$ cat src/design/tvs_pkg.sv
// ----------------------------------------------------------------------------
// Typed varint serializer package
// Shared types, opcodes, register indexes and helper functions.
// ----------------------------------------------------------------------------
package tvs_pkg;

    localparam int unsigned ID_W      = 32;
    localparam int unsigned VAL_W     = 64;
    localparam int unsigned CODE_W    = 3;
    localparam int unsigned PFX_W     = ID_W + CODE_W;
    localparam int unsigned GROUP_W   = 7;
    localparam int unsigned PFX_GRP_W = 3;
    localparam int unsigned PAY_CNT_W = 4;
    localparam int unsigned QDEPTH    = 2;
    localparam int unsigned QPTR_W    = $clog2(QDEPTH);
    localparam int unsigned QCNT_W    = $clog2(QDEPTH + 1);
    localparam int unsigned CFG_IDX_W = 3;

    localparam logic [GROUP_W-1:0] GROUP_MASK = 7'h7F;
    localparam logic [7:0]         CONT_BIT   = 8'h80;

    // Opcodes, carried in the low bits of the input tuser.
    localparam logic [2:0] OP_AUTO  = 3'd0;
    localparam logic [2:0] OP_RAW32 = 3'd1;
    localparam logic [2:0] OP_RAW64 = 3'd2;
    localparam logic [2:0] OP_VAR   = 3'd3;
    localparam logic [2:0] OP_FIX16 = 3'd4;
    localparam logic [2:0] OP_FIX32 = 3'd5;
    localparam logic [2:0] OP_FIX48 = 3'd6;
    localparam logic [2:0] OP_FIX64 = 3'd7;

    // Configuration register indexes.
    localparam logic [CFG_IDX_W-1:0] REG_VARSIZE = 3'd0;
    localparam logic [CFG_IDX_W-1:0] REG_FIXED16 = 3'd1;
    localparam logic [CFG_IDX_W-1:0] REG_FIXED32 = 3'd2;
    localparam logic [CFG_IDX_W-1:0] REG_FIXED48 = 3'd3;
    localparam logic [CFG_IDX_W-1:0] REG_FIXED64 = 3'd4;

    typedef struct packed {
        logic [CODE_W-1:0] varsize;
        logic [CODE_W-1:0] fixed16;
        logic [CODE_W-1:0] fixed32;
        logic [CODE_W-1:0] fixed48;
        logic [CODE_W-1:0] fixed64;
    } t_codes;

    // One classified request, as handed from the front end to the byte engine.
    typedef struct packed {
        logic                 ovf;
        logic                 has_pfx;
        logic [PFX_W-1:0]     pfx;
        logic [PFX_GRP_W-1:0] pfx_groups;
        logic                 pay_var;
        logic [VAL_W-1:0]     pay;
        logic [PAY_CNT_W-1:0] pay_cnt;
    } t_desc;

    // Number of 7-bit groups a varint of v needs (zero still takes one).
    function automatic logic [PAY_CNT_W-1:0] var_groups(input logic [VAL_W-1:0] v);
        logic [PAY_CNT_W-1:0] n;
        n = PAY_CNT_W'(1);
        for (int g = 1; g < (VAL_W + GROUP_W - 1) / GROUP_W; g++) begin
            if ((v >> (GROUP_W * g)) != '0) begin
                n = PAY_CNT_W'(g + 1);
            end
        end
        return n;
    endfunction

    function automatic logic [PFX_GRP_W-1:0] pfx_groups(input logic [PFX_W-1:0] p);
        logic [PFX_GRP_W-1:0] n;
        n = PFX_GRP_W'(1);
        for (int g = 1; g < (PFX_W + GROUP_W - 1) / GROUP_W; g++) begin
            if ((p >> (GROUP_W * g)) != '0) begin
                n = PFX_GRP_W'(g + 1);
            end
        end
        return n;
    endfunction

endpackage

$ cat src/design/tvs_front.sv
// ----------------------------------------------------------------------------
// Typed varint serializer front end
// Accepts requests, applies zigzag, picks the format and builds a descriptor.
// ----------------------------------------------------------------------------
module tvs_front (
    input  logic                  i_clk,
    input  logic                  i_rst_n,
    input  tvs_pkg::t_codes       i_codes,
    input  logic                  i_valid,
    output logic                  o_ready,
    input  logic [2:0]            i_opcode,
    input  logic [tvs_pkg::ID_W-1:0]  i_type_id,
    input  logic [tvs_pkg::VAL_W-1:0] i_value,
    input  logic                  i_zigzag,
    output logic                  o_valid,
    input  logic                  i_ready,
    output tvs_pkg::t_desc        o_desc
);

    logic                        r_valid;
    tvs_pkg::t_desc              r_desc;
    tvs_pkg::t_desc              n_desc;
    logic [tvs_pkg::VAL_W-1:0]   v;
    logic [tvs_pkg::CODE_W-1:0]  code;

    assign o_ready = !r_valid || i_ready;
    assign o_valid = r_valid;
    assign o_desc  = r_desc;

    always_comb begin
        v = i_zigzag ? ({i_value[tvs_pkg::VAL_W-2:0], 1'b0}
                        ^ {tvs_pkg::VAL_W{i_value[tvs_pkg::VAL_W-1]}})
                     : i_value;
        code               = i_codes.varsize;
        n_desc.ovf         = 1'b0;
        n_desc.has_pfx     = 1'b0;
        n_desc.pay_var     = 1'b0;
        n_desc.pay         = v;
        n_desc.pay_cnt     = tvs_pkg::PAY_CNT_W'(8);
        unique case (i_opcode)
            tvs_pkg::OP_AUTO: begin
                n_desc.has_pfx = 1'b1;
                // Format bands alternate between varint and fixed by magnitude.
                if (v[63:14] == '0) begin
                    n_desc.pay_var = 1'b1;
                end else if (v[63:16] == '0) begin
                    code           = i_codes.fixed16;
                    n_desc.pay_cnt = tvs_pkg::PAY_CNT_W'(2);
                end else if (v[63:28] == '0) begin
                    n_desc.pay_var = 1'b1;
                end else if (v[63:32] == '0) begin
                    code           = i_codes.fixed32;
                    n_desc.pay_cnt = tvs_pkg::PAY_CNT_W'(4);
                end else if (v[63:42] == '0) begin
                    n_desc.pay_var = 1'b1;
                end else if (v[63:48] == '0) begin
                    code           = i_codes.fixed48;
                    n_desc.pay_cnt = tvs_pkg::PAY_CNT_W'(6);
                end else if (v[63:56] == '0) begin
                    n_desc.pay_var = 1'b1;
                end else begin
                    code           = i_codes.fixed64;
                end
                if (n_desc.pay_var) begin
                    n_desc.pay_cnt = tvs_pkg::var_groups(v);
                end
            end
            tvs_pkg::OP_RAW32: begin
                n_desc.has_pfx = 1'b1;
                code           = i_codes.fixed32;
                n_desc.pay     = {32'd0, i_value[31:0]};
                n_desc.pay_cnt = tvs_pkg::PAY_CNT_W'(4);
            end
            tvs_pkg::OP_RAW64: begin
                n_desc.has_pfx = 1'b1;
                code           = i_codes.fixed64;
                n_desc.pay     = i_value;
            end
            tvs_pkg::OP_VAR: begin
                n_desc.pay_var = 1'b1;
                n_desc.pay_cnt = tvs_pkg::var_groups(v);
            end
            tvs_pkg::OP_FIX16: begin
                n_desc.pay     = {48'd0, v[15:0]};
                n_desc.pay_cnt = tvs_pkg::PAY_CNT_W'(2);
            end
            tvs_pkg::OP_FIX32: begin
                n_desc.pay     = {32'd0, v[31:0]};
                n_desc.pay_cnt = tvs_pkg::PAY_CNT_W'(4);
            end
            tvs_pkg::OP_FIX48: begin
                n_desc.ovf     = (v[63:48] != '0);
                n_desc.pay_cnt = tvs_pkg::PAY_CNT_W'(6);
            end
            tvs_pkg::OP_FIX64: begin
                n_desc.pay_cnt = tvs_pkg::PAY_CNT_W'(8);
            end
            default: begin
                n_desc.pay_cnt = tvs_pkg::PAY_CNT_W'(8);
            end
        endcase
        n_desc.pfx        = {i_type_id, code};
        n_desc.pfx_groups = tvs_pkg::pfx_groups(n_desc.pfx);
    end

    always_ff @(posedge i_clk) begin
        if (!i_rst_n) begin
            r_valid <= 1'b0;
        end else if (o_ready) begin
            r_valid <= i_valid;
        end
    end

    always_ff @(posedge i_clk) begin
        if (o_ready && i_valid) begin
            r_desc <= n_desc;
        end
    end

endmodule

$ cat src/design/tvs_queue.sv
// ----------------------------------------------------------------------------
// Typed varint serializer descriptor queue
// Short first-in first-out buffer between the front end and the byte engine.
// ----------------------------------------------------------------------------
module tvs_queue (
    input  logic           i_clk,
    input  logic           i_rst_n,
    input  logic           i_wr_valid,
    output logic           o_wr_ready,
    input  tvs_pkg::t_desc i_wr_desc,
    output logic           o_rd_valid,
    input  logic           i_rd_pop,
    output tvs_pkg::t_desc o_rd_desc
);

    tvs_pkg::t_desc                r_mem [tvs_pkg::QDEPTH];
    logic [tvs_pkg::QPTR_W-1:0]    r_wr;
    logic [tvs_pkg::QPTR_W-1:0]    r_rd;
    logic [tvs_pkg::QCNT_W-1:0]    r_cnt;
    logic                          push;
    logic                          pop;

    assign o_wr_ready = (r_cnt != tvs_pkg::QCNT_W'(tvs_pkg::QDEPTH));
    assign o_rd_valid = (r_cnt != '0);
    assign o_rd_desc  = r_mem[r_rd];
    assign push       = i_wr_valid && o_wr_ready;
    assign pop        = i_rd_pop && o_rd_valid;

    always_ff @(posedge i_clk) begin
        if (!i_rst_n) begin
            r_wr  <= '0;
            r_rd  <= '0;
            r_cnt <= '0;
        end else begin
            if (push) begin
                r_wr <= (r_wr == tvs_pkg::QPTR_W'(tvs_pkg::QDEPTH - 1)) ? '0 : r_wr + 1'b1;
            end
            if (pop) begin
                r_rd <= (r_rd == tvs_pkg::QPTR_W'(tvs_pkg::QDEPTH - 1)) ? '0 : r_rd + 1'b1;
            end
            if (push && !pop) begin
                r_cnt <= r_cnt + 1'b1;
            end else if (pop && !push) begin
                r_cnt <= r_cnt - 1'b1;
            end
        end
    end

    always_ff @(posedge i_clk) begin
        if (push) begin
            r_mem[r_wr] <= i_wr_desc;
        end
    end

endmodule

$ cat src/design/tvs_back.sv
// ----------------------------------------------------------------------------
// Typed varint serializer byte engine
// Walks the head descriptor and sends one registered byte per cycle while ready.
// ----------------------------------------------------------------------------
module tvs_back (
    input  logic           i_clk,
    input  logic           i_rst_n,
    input  logic           i_desc_valid,
    input  tvs_pkg::t_desc i_desc,
    output logic           o_desc_pop,
    output logic           o_valid,
    input  logic           i_ready,
    output logic [7:0]     o_byte,
    output logic           o_last,
    output logic           o_ovf
);

    typedef enum logic [1:0] {
        PH_PREFIX  = 2'b01,
        PH_PAYLOAD = 2'b10
    } t_phase;

    logic                          r_valid;
    logic [7:0]                    r_byte;
    logic                          r_last;
    logic                          r_ovf;
    logic                          r_started;
    t_phase                        r_phase;
    logic [tvs_pkg::PAY_CNT_W-1:0] r_cnt;

    t_phase                        cur_phase;
    logic [tvs_pkg::PAY_CNT_W-1:0] cur_cnt;
    logic [tvs_pkg::PAY_CNT_W-1:0] idx;
    logic                          can_load;
    logic                          emit;
    logic                          item_last;
    logic [7:0]                    n_byte;
    logic [tvs_pkg::GROUP_W-1:0]   grp;
    logic [7:0]                    fix_byte;
    logic [69:0]                   pay_pad;

    assign o_valid  = r_valid;
    assign o_byte   = r_byte;
    assign o_last   = r_last;
    assign o_ovf    = r_ovf;
    assign can_load = !r_valid || i_ready;
    assign emit     = can_load && i_desc_valid;

    always_comb begin
        // A fresh descriptor starts straight from its own counts, not the registered ones.
        if (r_started) begin
            cur_phase = r_phase;
            cur_cnt   = r_cnt;
        end else if (i_desc.has_pfx) begin
            cur_phase = PH_PREFIX;
            cur_cnt   = tvs_pkg::PAY_CNT_W'(i_desc.pfx_groups);
        end else begin
            cur_phase = PH_PAYLOAD;
            cur_cnt   = i_desc.pay_cnt;
        end
        idx     = cur_cnt - 1'b1;
        pay_pad = {6'd0, i_desc.pay};

        grp = '0;
        if (cur_phase == PH_PREFIX) begin
            for (int g = 0; g < 5; g++) begin
                if (idx == tvs_pkg::PAY_CNT_W'(g)) begin
                    grp = i_desc.pfx[tvs_pkg::GROUP_W*g +: tvs_pkg::GROUP_W];
                end
            end
        end else begin
            for (int g = 0; g < 10; g++) begin
                if (idx == tvs_pkg::PAY_CNT_W'(g)) begin
                    grp = pay_pad[tvs_pkg::GROUP_W*g +: tvs_pkg::GROUP_W];
                end
            end
        end

        fix_byte = '0;
        for (int b = 0; b < 8; b++) begin
            if (idx == tvs_pkg::PAY_CNT_W'(b)) begin
                fix_byte = i_desc.pay[8*b +: 8];
            end
        end

        item_last = i_desc.ovf || (cur_phase == PH_PAYLOAD && cur_cnt == tvs_pkg::PAY_CNT_W'(1));

        if (i_desc.ovf) begin
            n_byte = 8'd0;
        end else if (cur_phase == PH_PREFIX || i_desc.pay_var) begin
            // Every group but the final one of a varint carries the continuation bit.
            n_byte = {1'b0, grp & tvs_pkg::GROUP_MASK}
                     | ((cur_cnt != tvs_pkg::PAY_CNT_W'(1)) ? tvs_pkg::CONT_BIT : 8'd0);
        end else begin
            n_byte = fix_byte;
        end
    end

    assign o_desc_pop = emit && item_last;

    always_ff @(posedge i_clk) begin
        if (!i_rst_n) begin
            r_valid   <= 1'b0;
            r_started <= 1'b0;
            r_phase   <= PH_PREFIX;
            r_cnt     <= '0;
        end else begin
            if (can_load) begin
                r_valid <= i_desc_valid;
            end
            if (emit) begin
                if (item_last) begin
                    r_started <= 1'b0;
                end else if (cur_phase == PH_PREFIX && cur_cnt == tvs_pkg::PAY_CNT_W'(1)) begin
                    r_started <= 1'b1;
                    r_phase   <= PH_PAYLOAD;
                    r_cnt     <= i_desc.pay_cnt;
                end else begin
                    r_started <= 1'b1;
                    r_phase   <= cur_phase;
                    r_cnt     <= cur_cnt - 1'b1;
                end
            end
        end
    end

    always_ff @(posedge i_clk) begin
        if (emit) begin
            r_byte <= n_byte;
            r_last <= item_last;
            r_ovf  <= i_desc.ovf;
        end
    end

endmodule

$ cat src/design/typed_varint_serializer.sv
// ----------------------------------------------------------------------------
// Typed varint serializer
// Turns one value with an opcode and type id into its serialized byte stream.
// ----------------------------------------------------------------------------
// Each request produces between one and thirteen output bytes, one per cycle
// while the output is ready, with tlast on the final byte; the byte-wide
// output register sets the rate. The front end classifies a request in one
// registered step and a two-entry queue lets it take new requests while
// earlier ones are still being sent, so back-to-back requests follow one
// another on the output without gaps. A fixed 48-bit write of a value wider
// than 48 bits yields a single zero byte with tuser set. The user must write format
// codes through the configuration port only while idle; the block does not enforce it.
module typed_varint_serializer (
    input  logic                             i_clk,
    input  logic                             i_rst_n,
    input  logic                             i_cfg_wr_en,
    input  logic [tvs_pkg::CFG_IDX_W-1:0]    i_cfg_index,
    input  logic [tvs_pkg::CODE_W-1:0]       i_cfg_wdata,
    input  logic                             i_s_tvalid,
    output logic                             o_s_tready,
    input  logic [95:0]                      i_s_tdata,  // type_id[31:0], value_in[95:32]
    input  logic [3:0]                       i_s_tuser,  // opcode[2:0], zigzag[3]
    output logic                             o_m_tvalid,
    input  logic                             i_m_tready,
    output logic [7:0]                       o_m_tdata,  // out_byte[7:0]
    output logic                             o_m_tlast,
    output logic [0:0]                       o_m_tuser   // overflow[0]
);

    tvs_pkg::t_codes r_codes;
    logic            f_valid;
    logic            f_ready;
    tvs_pkg::t_desc  f_desc;
    logic            q_valid;
    logic            q_pop;
    tvs_pkg::t_desc  q_desc;

    always_ff @(posedge i_clk) begin
        if (!i_rst_n) begin
            r_codes.varsize <= 3'd0;
            r_codes.fixed16 <= 3'd1;
            r_codes.fixed32 <= 3'd2;
            r_codes.fixed48 <= 3'd3;
            r_codes.fixed64 <= 3'd4;
        end else if (i_cfg_wr_en) begin
            unique case (i_cfg_index)
                tvs_pkg::REG_VARSIZE: r_codes.varsize <= i_cfg_wdata;
                tvs_pkg::REG_FIXED16: r_codes.fixed16 <= i_cfg_wdata;
                tvs_pkg::REG_FIXED32: r_codes.fixed32 <= i_cfg_wdata;
                tvs_pkg::REG_FIXED48: r_codes.fixed48 <= i_cfg_wdata;
                tvs_pkg::REG_FIXED64: r_codes.fixed64 <= i_cfg_wdata;
                default: begin
                end
            endcase
        end
    end

    tvs_front u_front (
        .i_clk     (i_clk),
        .i_rst_n   (i_rst_n),
        .i_codes   (r_codes),
        .i_valid   (i_s_tvalid),
        .o_ready   (o_s_tready),
        .i_opcode  (i_s_tuser[2:0]),
        .i_type_id (i_s_tdata[31:0]),
        .i_value   (i_s_tdata[95:32]),
        .i_zigzag  (i_s_tuser[3]),
        .o_valid   (f_valid),
        .i_ready   (f_ready),
        .o_desc    (f_desc)
    );

    tvs_queue u_queue (
        .i_clk      (i_clk),
        .i_rst_n    (i_rst_n),
        .i_wr_valid (f_valid),
        .o_wr_ready (f_ready),
        .i_wr_desc  (f_desc),
        .o_rd_valid (q_valid),
        .i_rd_pop   (q_pop),
        .o_rd_desc  (q_desc)
    );

    tvs_back u_back (
        .i_clk        (i_clk),
        .i_rst_n      (i_rst_n),
        .i_desc_valid (q_valid),
        .i_desc       (q_desc),
        .o_desc_pop   (q_pop),
        .o_valid      (o_m_tvalid),
        .i_ready      (i_m_tready),
        .o_byte       (o_m_tdata),
        .o_last       (o_m_tlast),
        .o_ovf        (o_m_tuser[0])
    );

endmodule
$ cat config.mk
export PLATFORM = sky130hd
export DESIGN_NAME = typed_varint_serializer
export DESIGN_NICKNAME = d
export VERILOG_FILES = /design/src/design/tvs_pkg.sv /design/src/design/tvs_front.sv /design/src/design/tvs_queue.sv /design/src/design/tvs_back.sv /design/src/design/typed_varint_serializer.sv
export SDC_FILE = /design/constraint.sdc
export NUM_CORES = 1
export LEC_CHECK = 0
export BUFFER_PORTS_ARGS = -buffer_cell sky130_fd_sc_hd__buf_4
export CAP_MARGIN = 20
export CORE_ASPECT_RATIO = 0.7
export CORE_UTILIZATION = 50
export DETAILED_ROUTE_END_ITERATION = 10
export PLACE_DENSITY = 0.73
export RECOVER_POWER = 25
export SLEW_MARGIN = 25
export SYNTH_ARGS = -nofsm -noshare
export SYNTH_HDL_FRONTEND = slang
export SYNTH_SLANG_ARGS = --single-unit
export TNS_END_PERCENT = 20
$ cat constraint.sdc
create_clock -name i_clk -period 7.3 [get_ports i_clk]
set_input_delay 0.73 -clock i_clk [delete_from_list [all_inputs] [get_ports i_clk]]
set_output_delay 0.73 -clock i_clk [all_outputs]
set_load 0.1 [all_outputs]
# Word-level counts from Yosys, hierarchy flattened

Memories as Yosys holds them, arrays and structs flattened. A register that Yosys moved wholly into a read port is not among the register bits.
Cells that the tools add are included.

Output and inout port bits: 12
Word-level logic and storage cells: 189
Latch bits: 0
Bits of input ports: 111
RAM bits: 218
Memories: 1
ROM bits: 0
Flip-flop bits (word level): 147

Memories:

| name          | words | bits a word | rd ports | clocked after Yosys merged registers in | write ports | RTL line        | RTL |
|---|---|---|---|---|---|---|---|
| u_queue.r_mem | 2     | 109         | 1        | 1                                       | 1           | tvs_queue.sv:16 | `tvs_pkg::t_desc r_mem [tvs_pkg::QDEPTH];` |

Add/sub/neg operators: 5
Bitwise operators: 3
Reduce and logical (&&, ||, !) cells: 51
Shift operators: 0
Order comparisons: 0
Muxes and demuxes: 81
Multipliers: 0
Equal/unequal tests: 24
Div/mod/pow operators: 0

Operator list:

| kind                                          | number |
|---|---|
| nonzero test 64 bit                           | 8 |
| case mux 64 bit (4 select lines)              | 1 |
| nonzero test 35 bit                           | 4 |
| 2-to-1 mux 7 bit                              | 16 |
| 2-to-1 mux 8 bit                              | 10 |
| 2-to-1 mux 64 bit                             | 1 |
| XOR 64 bit                                    | 1 |
| 2-to-1 mux 4 bit                              | 13 |
| logical NOT 50 bit                            | 1 |
| logical NOT 48 bit                            | 1 |
| logical NOT 36 bit                            | 1 |
| 2-to-1 mux 3 bit                              | 11 |
| logical NOT 32 bit                            | 1 |
| logical NOT 22 bit                            | 1 |
| case mux 4 bit (5 select lines)               | 1 |
| 2-to-1 mux 2 bit                              | 9 |
| 2-to-1 mux 1 bit                              | 17 |
| == test 4 x 3 -> 1 bit, second input constant | 4 |
| logical NOT 16 bit                            | 1 |
| nonzero test 16 bit                           | 1 |
| == test 3 x 2 -> 1 bit, second input constant | 4 |
| == test 3 bit, second input constant          | 4 |
| AND reduction 2 bit                           | 6 |
| logical AND 1 bit                             | 9 |
| 24 further kinds                              | 38 |

# Longest topological paths before layout

Word-level depth: 17
Depth in mapped cells: 15
Depth with buffers taken out: 13

# By module

Synthesis repeated with hierarchy kept, for this count alone.

Cell total of the unflattened synthesis: 1364
Area total of the unflattened synthesis: 17429.2 um^2

Modules (own cells, without submodules):

| module                  | seq. area each (um^2) | area each (um^2) | times used | cells an instance |
|---|---|---|---|---|
| tvs_queue               | 6646.4                | 8132.8           | 1          | 363 |
| tvs_front               | 3293.2                | 5959.5           | 1          | 565 |
| tvs_back                | 460.4                 | 2707.6           | 1          | 378 |
| typed_varint_serializer | 300.3                 | 629.4            | 1          | 58 |

# Worst setup path after synthesis

Ideal clock, no wire load.

Path type: flip-flop to flip-flop
From: reg u_queue.r_cnt[0] (netlist bit)
To: mem u_queue.r_mem[0][0] (netlist bit), enable pin
Path buffers: 0
Clock period less this slack: 5745 ps
Library setup time: 579 ps
Data arrival time: 5166 ps
Slack: 1555 ps
Data required time: 6721 ps
Stages on the path, launching flop included: 4
Cell sequence: dfxtp_1 -> nand2b_1 -> nand2_1 -> nor2_1

Word-level cells in the longest chain between the ends: 4

Ends and longest elaborated chain:

| item                                   | RTL line        | RTL |
|---|---|---|
| start: declaration                     | tvs_queue.sv:19 | `logic [tvs_pkg::QCNT_W-1:0] r_cnt;` |
| start signal: assignment               | tvs_queue.sv:42 | `r_cnt <= r_cnt + 1'b1;` |
| start signal: assignment               | tvs_queue.sv:44 | `r_cnt <= r_cnt - 1'b1;` |
| inequality test 2 bit                  | tvs_queue.sv:23 | `assign o_wr_ready = (r_cnt != tvs_pkg::QCNT_W'(tvs_pkg::QDEPTH));` |
| logical AND 1 bit                      | tvs_queue.sv:26 | `assign push = i_wr_valid && o_wr_ready;` |
| 2-to-1 mux 1 bit                       | tvs_queue.sv:50 | `if (push) begin` |
| 2-to-1 mux 1 bit (not written as such) | tvs_queue.sv:51 | `r_mem[r_wr] <= i_wr_desc;` |
| end: declaration                       | tvs_queue.sv:16 |  |

Every way passes these cells.

==> flow_summary_export.csv <==
group,metric,value,unit
status,status,"complete, no violations",
clock_network,clock-sinks,366,
clock_network,htreeDepth,2,
global_routing,grt_max_degree,71,
sta,drv_slew,0,
synth,synth_top_cell_area_share,0.597,
drt,routedWlPerCell,22.8,µm
global_routing,grt_usage,0.245,
sta,hold_viol_final,0,
worst_hold_path,min_path_type,"in -> reg",
setup_path,required,7.70,ns
synth,yosysSeqAreaShare,0.632,
clock_network,insertion_delay,0.53,ns
floorplanning,core,32800,µm²
drt,drt-total-wl,42.5,mm
placed_design,gp_congestion,0.958,
drt,vias,11416,
global_routing,grt_pass1_wl,64.2,mm
drt,drtIter0Drc,1106,
synth,synth-compound-area-share,0.122,
setup_path,reg2reg_depth,11,
placed_design,io_buffers,122,
floorplanning,die_h,156,µm
setup_path,crit_fanout,54,
drt,drtAntennaViolNets,0,
synth,synthAdderAreaFrac,0.00443,
power,total_power,7.23,mW
synth,syn_inst,1321,
setup_path,cp_common_cell,"a2111oi_0",
global_routing,antenna_found_initial,0,
worst_hold_path,worstHoldPathCells,1,
synth,yosysTopAreaCell,"edfxtp_1",
sta,setup_viol,0,
setup_path,crit_slowest_cell,"dfxtp_4",
drt,vias_per_cell,6.10,
synth,async_flop_share,0,
synth,synth_ff_type,"edfxtp_1",
drt,first_pass_iters,7,
cells_and_area,syn2layout_area_growth,13.4,%
floorplanning,ios,123,
placed_design,place_hpwl,29.9,mm
sta,period_share,0.682,
setup_path,critPathKind,"reg -> reg",
sta,min_period,4.98,ns
global_routing,grt_pass1_vias,10671,
clock_network,cts_root_buf,"clkbuf_16",
clock_network,cts_buffer_depth,3,
floorplanning,dieArea,34600,µm²
sta,final.setup.tns,0,ns
synth,synth.area.mux_share,0.0764,
clock_network,cts_setup_buffers,0,
synth,synth_top_family_by_area,"compound AO/OA/AOI/OAI gates",
synth,synth_edf_count,337,
sta,fmax,0.201,GHz
floorplanning,rows,55,
synth,syn-num-nets,1438,
synth,syn_area_per_cell,12.8,µm²
synth,yosysWarnings,0,
setup_path,cp_cell_sequence,"nor2b_1 -> and3b_1 -> a221oi_2 -> ha_1 -> and2_1 -> nand2_1 -> or4_1 -> nand3b_1 -> a2111oi_0 -> a2111oi_0 -> a311o_1",
global_routing,grt_overflow,0,
synth,ys_types,83,
flow_run,drv_cap,0,
clock_network,cts_inserted_buffers,35,
clock_network,cts_resized,0,
floorplanning,die_w,222,µm
synth,synth-seq-cells,366,
setup_path,worstPathArrival,5.37,ns
setup_path,cp-start-kind,"flip-flop",
cells_and_area,drive_gt1_frac,0.159,
clock_network,cts_tree,"done",
floorplanning,initial_core_util,0.516,
synth,synth-xor-area-share,0.0346,
setup_path,end_kind,"flip-flop",
synth,yosys.area_share.simple,0.110,
synth,yosys-top-cells-count,"337 x edfxtp_1, 127 x nand2_1, 94 x o21ai_0, 81 x mux2i_1, 65 x xnor2_1",
power,powerDensity,376,nW/µm²
synth,ys_top_cells_by_area,"edfxtp_1 60%, mux2i_1 4.8%, dfxtp_1 3.4%",
synth,synth.most_common_cell,"edfxtp_1",
synth,netlist_area,16900,µm²
sta,worst_pin_slew,1.03,ns
cells_and_area,nNetsFinal,1535,
setup_path,cpPeakStageDelay,0.86,ns
drt,remaining_drc_errors,0,
power,p_leak,6.35,nW
sta,rsz0062_at_grt,"false",
sta,fin_skew,0.0171,ns
power,irDropWorstVdd,0.000201,V
cells_and_area,antenna_cells,0,
clock_network,ctsHoldBuffers,0,
sta,relSlewSlack,0.292,
clock_network,clk_pin_slew,0.07,ns
==> area by class of cell <==
type                            count  area (µm²)
Clock buffer                       44         951
Multi-Input combinational cell    867        5930
Sequential cell                   366       10700
Inverter                           14        52.6
Fill cell                        2601       13600
Clock inverter                     18         100
Timing Repair Buffer              134         942
Tap cell                          427         534
==> critical path: cells and delay by family, from the launching register on <==
| kind | cells | cell delay [ns] |
|---|---|---|
| adder cells (fa/ha/maj) | 1 | 0.76 |
| AO/OA/AOI/OAI | 4 | 1.42 |
| AND/OR/NAND/NOR | 6 | 1.81 |
| flip-flops | 1 | 0.86 |
==> cells by family (layout without fill, tap and decap cells) <==
logic type,Yosys count,after routing
adders and majority gates,6,6
buffers and inverters,88,210
AOI/OAI and AO/OA,303,303
DFF,366,366
and+or+nand+nor,367,367
muxes,124,124
xor gates and xnor gates,67,67
==> per-layer routing <==
layer	GRT usage	wire, µm
met5	0	0
met4	0.0516	709
met3	0.0379	2820
met2	0.344	17400
met1	0.395	21600
==> sequential cells by signal (all words and copies together) (netlist names), 2 cells and up, named ones only <==
signal / flops
r_codes: 15
u_back.o_byte: 8
u_back.r_cnt: 4
u_back.r_phase: 2
u_front.o_desc: 109
u_queue.r_cnt: 2
u_queue.r_mem: 218
==> through the flow <==
| stage | util | hold slack, ns | setup slack [ns] | instances | area, µm² |
|---|---|---|---|---|---|
| final | 0.585 | 0.404 | 2.32 | 1870 | 19200 |
| after detailed placement | 0.555 | 0.431 | 2.43 | 1808 | 18200 |
| after global routing | 0.585 | 0.386 | 1.95 | 1870 | 19200 |
| after global placement | 0.555 | 0.425 | 2.59 | 1808 | 18200 |
| after CTS | 0.587 | 0.353 | 2.42 | 1870 | 19300 |
| after floorplan | - | 0.421 | 1.55 | 1321 | 16900 |
==> path summary, 6_finish.rpt <==
path / startpoint / to / slack (ns)
worst max-delay path: flip-flop / u_back.o_byte[6]$_SDFFCE_PP0P_ / 2.32
worst min-delay path: i_s_tdata[2] / u_front.o_desc[77]$_DFFE_PP_ / 0.40
worst max register to register: flip-flop / u_back.o_byte[6]$_SDFFCE_PP0P_ / 2.32
worst min register to register: u_front.o_desc[47]$_DFFE_PP_ / u_queue.r_mem[0][47]$_DFFE_PP_ / 0.44
==> report_power, final <==
| group | switching, mW | total, mW | leakage, nW | internal (mW) |
|---|---|---|---|---|
| combinational | 1.82 | 2.72 | 2.43 | 0.901 |
| sequential | 0.196 | 2.82 | 3.41 | 2.62 |
| clock | 0.759 | 1.69 | 0.506 | 0.927 |
| total | 2.78 | 7.23 | 6.35 | 4.45 |
==> layout by cell type, fill, tap and decap left out, drive strengths merged, types with 12 or more instances in the layout <==
cell type / n
buf: 102
clkbuf: 76
a21oi: 42
nor3: 33
o21ai: 96
o211ai: 12
nand2b: 12
mux2i: 81
clkinv: 14
nand3: 20
nand4: 12
dfxtp: 29
nor2: 62
inv: 16
a221oi: 14
edfxtp: 337
nand2: 128
mux2: 43
nor2b: 26
a22oi: 12
o22ai: 16
xnor2: 65
(Power assumes the default switching activity.)
